$ cat src/sv/mhpq_pkg.sv
`timescale 1ns / 1ps
`default_nettype none
// ----------------------------------------------------------------------------
// mhpq_pkg: shared definitions of the max-heap priority queue
// Operation codes, status codes and the control word that the top level
// broadcasts to every storage cell.
// ----------------------------------------------------------------------------
package mhpq_pkg;

   localparam int STATUS_WIDTH = 2;

   localparam logic FUNC_INSERT  = 1'b0;
   localparam logic FUNC_EXTRACT = 1'b1;

   localparam logic [STATUS_WIDTH-1:0] ST_OK    = 2'd0;
   localparam logic [STATUS_WIDTH-1:0] ST_EMPTY = 2'd1;
   localparam logic [STATUS_WIDTH-1:0] ST_FULL  = 2'd2;

   // One-cycle command seen by all cells at once.
   typedef struct packed {
      logic insert;
      logic extract;
   } mhpq_ctrl_type;

endpackage
`default_nettype wire

$ cat src/sv/mhpq_cell.sv
`timescale 1ns / 1ps
`default_nettype none
// ----------------------------------------------------------------------------
// mhpq_cell: one slot of the sorted key chain
// Holds one key. On insert it keeps its key, takes the new key or takes its
// left neighbor's key; on extract it takes its right neighbor's key.
// ----------------------------------------------------------------------------
module mhpq_cell #(
   parameter int KEY_WIDTH = 32,
   parameter int CNT_WIDTH = 7,
   parameter int INDEX     = 0
) (
   input  wire                         clock,
   input  wire mhpq_pkg::mhpq_ctrl_type ctrl,
   input  wire signed [KEY_WIDTH-1:0]  new_key,
   input  wire        [CNT_WIDTH-1:0]  count,
   input  wire signed [KEY_WIDTH-1:0]  left_key,
   input  wire                         left_stays,
   input  wire signed [KEY_WIDTH-1:0]  right_key,
   output logic signed [KEY_WIDTH-1:0] key,
   output logic                        stays
);
   import mhpq_pkg::*;

   logic signed [KEY_WIDTH-1:0] key_ff;
   logic signed [KEY_WIDTH-1:0] key_in;
   logic                        occupied;

   assign occupied = count > CNT_WIDTH'(INDEX);
   // The occupied cells are sorted largest first, so this is a prefix.
   assign stays    = occupied && (key_ff >= new_key);

   always_comb begin
      key_in = key_ff;
      if (ctrl.insert) begin
         if (!stays) begin
            key_in = left_stays ? new_key : left_key;
         end
      end else if (ctrl.extract) begin
         key_in = right_key;
      end
   end

   always_ff @(posedge clock) begin
      key_ff <= key_in;
   end

   assign key = key_ff;

endmodule
`default_nettype wire

$ cat config.mk
export PLATFORM = sky130hd
export DESIGN_NAME = mhpq_cell
export DESIGN_NICKNAME = d
export VERILOG_FILES = /design/src/sv/mhpq_pkg.sv /design/src/sv/mhpq_cell.sv
export SDC_FILE = /design/constraint.sdc
export NUM_CORES = 1
export LEC_CHECK = 0
export ABC_AREA = 0
export BUFFER_PORTS_ARGS = -buffer_cell sky130_fd_sc_hd__buf_2
export CELL_PAD_IN_SITES_DETAIL_PLACEMENT = 0
export CELL_PAD_IN_SITES_GLOBAL_PLACEMENT = 1
export CORE_AREA = 8 8 93 95
export CTS_BUF_LIST = sky130_fd_sc_hd__clkbuf_4 sky130_fd_sc_hd__clkbuf_8
export DETAILED_ROUTE_END_ITERATION = 10
export DIE_AREA = 0 0 101 103
export HOLD_SLACK_MARGIN = 0.08
export PLACE_DENSITY_LB_ADDON = 0.1
export RECOVER_POWER = 100
export SLEW_MARGIN = 15
export SYNTH_ARGS = -nofsm -noshare
export SYNTH_HDL_FRONTEND = slang
export SYNTH_SLANG_ARGS = --single-unit
export TNS_END_PERCENT = 5
$ cat constraint.sdc
create_clock -name clock -period 4.7 [get_ports clock]
set_clock_uncertainty 0.2 [all_clocks]
set_input_delay 0.47 -clock clock [delete_from_list [all_inputs] [get_ports clock]]
set_output_delay 0.47 -clock clock [all_outputs]
set_load 0.05 [all_outputs]
==> results of run 1 <==
stage by stage:
stage	power (W)	utilization, %	area [um^2]	instances	setup slack (ns)
after floorplan	0.000648	-	2520	259	1.18
after global placement	0.000764	46.0	3290	487	1.45
after detailed placement	0.000768	46.0	3290	487	1.42
after CTS	0.000989	47.3	3370	495	1.62
after global routing	0.00103	46.6	3320	495	0.714
final	0.000969	46.6	3320	495	1.03
kinds of logic (layout without fill, tap and decap cells):
group           count (synthesis)  after routing  share of synthesized area (%)
compound gates                 59             59                           13.7
flops                          32             32                           38.1
simple gates                   61             61                           12.3
buf+inv                        43            180                           7.34
mux                            32             32                           12.7
fa+ha+maj                      32             32                           15.9
final timing paths:
kind / startpoint / to / cells past startpoint
min reg2reg: key[31] / key[31] / 3
max reg2reg: key[14] / key[27] / 7
min: right_key[9] / key[9] / 3
max: key[14] / key[27] / 7
area by class of cell:
type                            count  area share (%)
Sequential cell                    32            28.9
Clock buffer                        7            2.52
Clock inverter                      1           0.113
Timing Repair Buffer              140            19.9
Inverter                           32            3.61
Multi-Input combinational cell    184            41.2
Tap cell                           99            3.73
worst max-delay path: cells and delay by family (launching register included):
family                     cells  cell delay [ns]
adders and majority gates      1             0.32
DFF                            1             0.39
AOI/OAI and AO/OA              4             1.89
and+or+nand+nor                2             0.46
power groups by stage:
stage / registers (W) / logic (W) / clock network (W)
floorplan: 0.000496 / 0.000152 / 0
global placement: 0.000382 / 0.000382 / 0
detailed placement: 0.000384 / 0.000384 / 0
CTS: 0.000378 / 0.000387 / 0.000225
global route: 0.000384 / 0.000411 / 0.000234
finish: 0.000379 / 0.000370 / 0.000220
cell usage after synthesis:
cell       instances  area, um^2
a21oi_1           44         220
nor2_1            33         124
edfxtp_1          32         961
ha_1              32         400
inv_1             32         120
mux2i_1           32         320
nand2_1            7        26.3
clkbuf_1           6        22.5
nand4_1            4        25.0
buf_2              3        15.0
o21ai_1            3        15.0
a211oi_2           2        25.0
a21o_1             2        15.0
and4_1             2        17.5
clkbuf_8           2        27.5
nor2b_1            2        12.5
nor3_1             2        10.0
o31ai_2            2        25.0
a211oi_1           1        7.51
and3_1             1        6.26
and4_4             1        11.3
nand2b_1           1        6.26
nand3_1            1        5.00
nand3_2            1        10.0
nor3b_2            1        12.5
nor4_1             1        6.26
nor4b_2            1        15.0
o211ai_1           1        7.51
o21a_1             1        7.51
o21ai_0            1        5.00
o2bb2ai_1          1        8.76
o32a_1             1        10.0
or2_2              1        6.26
or2b_1             1        7.51
or4_1              1        7.51
layer usage:
| metal | routed length (um) | vias up |
|---|---|---|
| met1 | 3020 | 994 |
| met2 | 3540 | 73 |
| li1 | - | 1211 |
| met3 | 584 | 6 |
| met4 | 65 | 0 |
| met5 | 0 | - |
==> run summary, run 1 <==
Synth warnings = 0
Flop pwr share = 39.1%
Clk pwr share = 22.7%
Most common cell after layout, fill and taps aside = buf_2
Switch Pwr = 0.000374 W
Largest net degree at the start of global routing = 49
Layout cells sized above 1 = 30.6%
Detailed Route Iter0 Violations = 43
Post-synthesis cell count = 259
Critical path's slowest cell = o32a_1
Ant. Diodes = 0
Fin. max-slew vios = 66
Max incr delay on CP = 1.29 ns
Synth Register Bits = 32
Core footprint = 7140 um^2
Antenna violations before repair = 0
Multi-input gate area = 1370 um^2
Row cnt = 31
Overflow left after global routing = 0
Clock Tree Root = clkbuf_8
Max Buffers Root-to-Sink = 2
Comb pwr share = 38.2%
CTS Buf Count = 5
Vias = 2284
GR Layer Usage met3 = 5.13%
Arrival @ worst endpoint = 3.35 ns
Period minus WS final = 3.67 ns
RD Place Congestion = 0.693
IO Pins = 140
Worst hold slack = 0.300 ns
Insertion delay to the later sink of the worst-skew pair = 0.29 ns
Met2 Usage GRT = 24.2%
DRC Markers = 0
Fillers = 766
Critical path class = reg2reg
Final Hold Vio Count = 0
Switching portion of total power = 38.6%
R2R setup slack = 1.03 ns
Buffers on Ports = 139
Internal = 0.000595 W
Unrepaired setup endpoints after global routing = false
Initial core utilization = 35.3%
Most frequent cells in the layout = buf_2 (105), a21oi_1 (44), clkbuf_1 (34)
DR pass1 iterations = 4
Post-CTS Resized = 0
H-tree depth reported by CTS = 2
DR WL/cell = 14.6 um
Synth unique cells = 35
Crit. End Element = register
Worst EP required = 4.38 ns
Post-Syn Nets = 398
Lkg Pwr = 1.64 nW
Max cap viols = 2
Clk slew on worst S/H paths = 0.07 ns
Die height = 103 um
Register area = 961 um^2
Startpoint type of the worst setup path = register
Critical path cell sequence = ha_1, and4_4, a211oi_2, o21ai_1, o31ai_1, nor3b_2, o32a_1
Layout Nets = 534
Violated checks = max-capacitance violations, max-slew violations
Tcrit/Tclk final = 78.1%
CTS tree = done
# setup viols final = 0
Die Wd = 101 um
Post-CTS Hold Fix Bufs = 0
Layout area overhead = 31.8%
Area of the mapped netlist = 2520 um^2
Pwr Density = 291 nW/um^2
Post-DP HPWL = 5.92 mm
Worst slew pin tran = 2.34 ns
Clock sink count = 32
Max reg flops = 32
GRT Total Usage = 13.6%
Die ar. = 10400 um^2
Status = finished, violations left
Vias in the first global route = 2399
Vias/cell = 4.61
Setup Fix Bufs, Post-CTS = 0
Total Wirelength = 7.21 mm
Setup TNS = 0 ns
CP Max Fanout = 32
Worst vdd ir = 0.000132 V
Detail Route Antenna Nets = 0
Relative slew slack = -56.2%
Worst hold path class = in2reg
Grt peak-use layer = met2
Post-Syn Area per Cell = 9.74 um^2
Fmax = 272 MHz
Sequential fraction of the synthesis area = 38.1%
Met1 GRT Util = 15.0%
First-pass GRT wire length = 11.1 mm
Power figures use the tool's default switching activity.
==> inputs of run 2 (changes only) <==
--- a/config.mk
+++ b/config.mk
@@ -9,10 +9,10 @@
 export BUFFER_PORTS_ARGS = -buffer_cell sky130_fd_sc_hd__buf_2
 export CELL_PAD_IN_SITES_DETAIL_PLACEMENT = 0
 export CELL_PAD_IN_SITES_GLOBAL_PLACEMENT = 1
-export CORE_AREA = 8 8 93 95
+export CORE_AREA = 8 8 101 103
 export CTS_BUF_LIST = sky130_fd_sc_hd__clkbuf_4 sky130_fd_sc_hd__clkbuf_8
 export DETAILED_ROUTE_END_ITERATION = 10
-export DIE_AREA = 0 0 101 103
+export DIE_AREA = 0 0 109 111
 export HOLD_SLACK_MARGIN = 0.08
 export PLACE_DENSITY_LB_ADDON = 0.1
 export RECOVER_POWER = 100
==> constraint.sdc (replaced) <==
create_clock -name clock -period 3.1 [get_ports clock]
set_clock_uncertainty 0.2 [all_clocks]
set_input_delay 0.31 -clock clock [delete_from_list [all_inputs] [get_ports clock]]
set_output_delay 0.31 -clock clock [all_outputs]
set_load 0.05 [all_outputs]
==> run summary, run 2 (same netlist as run 1, synthesis figures left out) <==
Layout cells sized above 1 = 31.7%
Tcrit/Tclk final = 94.0%
Worst EP required = 2.59 ns
Detail Route Antenna Nets = 0
Post-CTS Hold Fix Bufs = 0
Total Wirelength = 7.64 mm
Comb pwr share = 38.8%
Internal = 0.000906 W
Crit path max-delay family = simple AND/OR/NAND/NOR gates
RD Place Congestion = 0.670
Relative slew slack = -5.95%
Die Wd = 109 um
Critical path's slowest cell = edfxtp_1
R2R setup slack = 0.35 ns
Violated checks = max-capacitance violations, max-slew violations
Row cnt = 34
Final Hold Vio Count = 0
Reg2Reg Launch Point = key[14]
Flop pwr share = 38.9%
Max incr delay on CP = 0.40 ns
DRC Markers = 0
Die ar. = 12100 um^2
Post-Place Cells = 498
Worst vdd ir = 0.000143 V
H-tree depth reported by CTS = 2
Core footprint = 8550 um^2
Worst Path Buf+Inv = 1
Largest net degree at the start of global routing = 39
Worst slew pin tran = 1.59 ns
Final Util = 39.4%
Fin. max-slew vios = 39
Critical path class = reg2out
CTS tree = done
Max reg flops = 32
Insertion delay to the later sink of the worst-skew pair = 0.28 ns
Initial core utilization = 29.5%
Detailed Route Iter0 Violations = 64
Arrival @ worst endpoint = 2.41 ns
Fmax = 343 MHz
Ant. Diodes = 0
Critical path cell sequence = ha_1, nand4_1, nor4b_4, nand2_1, o31ai_2, nor3b_2, nor3_1, clkbuf_4
Non-filler cells, final = 506
Clk pwr share = 22.3%
Setup TNS = 0 ns
Period minus WS final = 2.92 ns
Pwr Density = 437 nW/um^2
Most frequent cells in the layout = buf_2 (105), a21oi_1 (44), nor2_1 (33), clkbuf_1 (33)
Lkg Pwr = 1.67 nW
Overflow left after global routing = 0
Post-Place Setup Slack = 0.341 ns
Buffers on Ports = 139
Switching portion of total power = 38.5%
# setup viols final = 0
Worst setup path startpoint = key[27]
Worst hold path class = in2reg
CTS Buf Count = 5
CP Max Fanout = 3
Post-DP HPWL = 6.33 mm
IO Pins = 140
Clk slew on worst S/H paths = 0.07 ns
Worst Slack Setup Final = 0.184 ns
Vias = 2309
Die height = 111 um
DR WL/cell = 15.1 um
First-pass GRT wire length = 12.2 mm
Layout area overhead = 33.7%
Vias in the first global route = 2495
Max Buffers Root-to-Sink = 2
Tot Pwr = 0.00147 W
DR pass1 iterations = 4
Vias/cell = 4.56
Antenna violations before repair = 1
Clock Tree Root = clkbuf_8
Clock sink count = 32
Crit. End Element = primary output
Startpoint type of the worst setup path = register
Max cap viols = 1
Hold_sp = right_key[5]
Status = finished, violations left
Layout Nets = 536
Most common cell after layout, fill and taps aside = buf_2
Switch Pwr = 0.000568 W
GRT Total Usage = 12.5%
## run 2: tightest hold or removal path, stage by stage
cell and delay [ns]:
buf_2 0.07, nor2_1 0.03, a21oi_1 0.10
## run 2: final timing paths
kind | end | cells past startpoint
max | stays | 8
min | key[5] | 3
max reg2reg | key[13] | 8
min reg2reg | key[5] | 4
## run 2: power by group through the flow
stage	Clock (W)	Combinational (W)	Sequential, W
floorplan	0	0.000230	0.000752
global placement	0	0.000596	0.000579
detailed placement	0	0.000596	0.000582
CTS	0.000346	0.000599	0.000572
global route	0.000359	0.000635	0.000581
finish	0.000328	0.000572	0.000573
## run 2: timing repair
action | 4_1_cts | 5_1_grt
endpoints found under the setup margin | 0 | 1
resized for setup | 0 | 2
buffers inserted | 0 | 0
## run 2: cell type report
type / count / area, um^2
timing repair buffer: 142 / 682
sequential: 32 / 961
multi-input combinational: 184 / 1390
clock inverter: 1 / 3.75
tap: 108 / 135
clock buffer: 7 / 83.8
fill: 915 / 5180
inverter: 32 / 120
## run 2: layer usage
| layer | share of wire (%) | wire (um) | vias up | GRT usage, % |
|---|---|---|---|---|
| met1 | 42 | 3240 | 1022 | 14.8 |
| met3 | 8.5 | 646 | 4 | 3.84 |
| met2 | 48 | 3700 | 75 | 21.3 |
| met4 | 0.46 | 35 | 2 | 3.01 |
| li1 | - | - | 1206 | - |
| met5 | 0.17 | 13 | - | 0 |
## run 2: through the flow
stage	cell area (um^2)	hold WS, ns
final	3370	0.149
after global routing	3370	0.152
after CTS	3410	0.135
after detailed placement	3320	0.434
after global placement	3320	0.430
after floorplan	2520	0.335
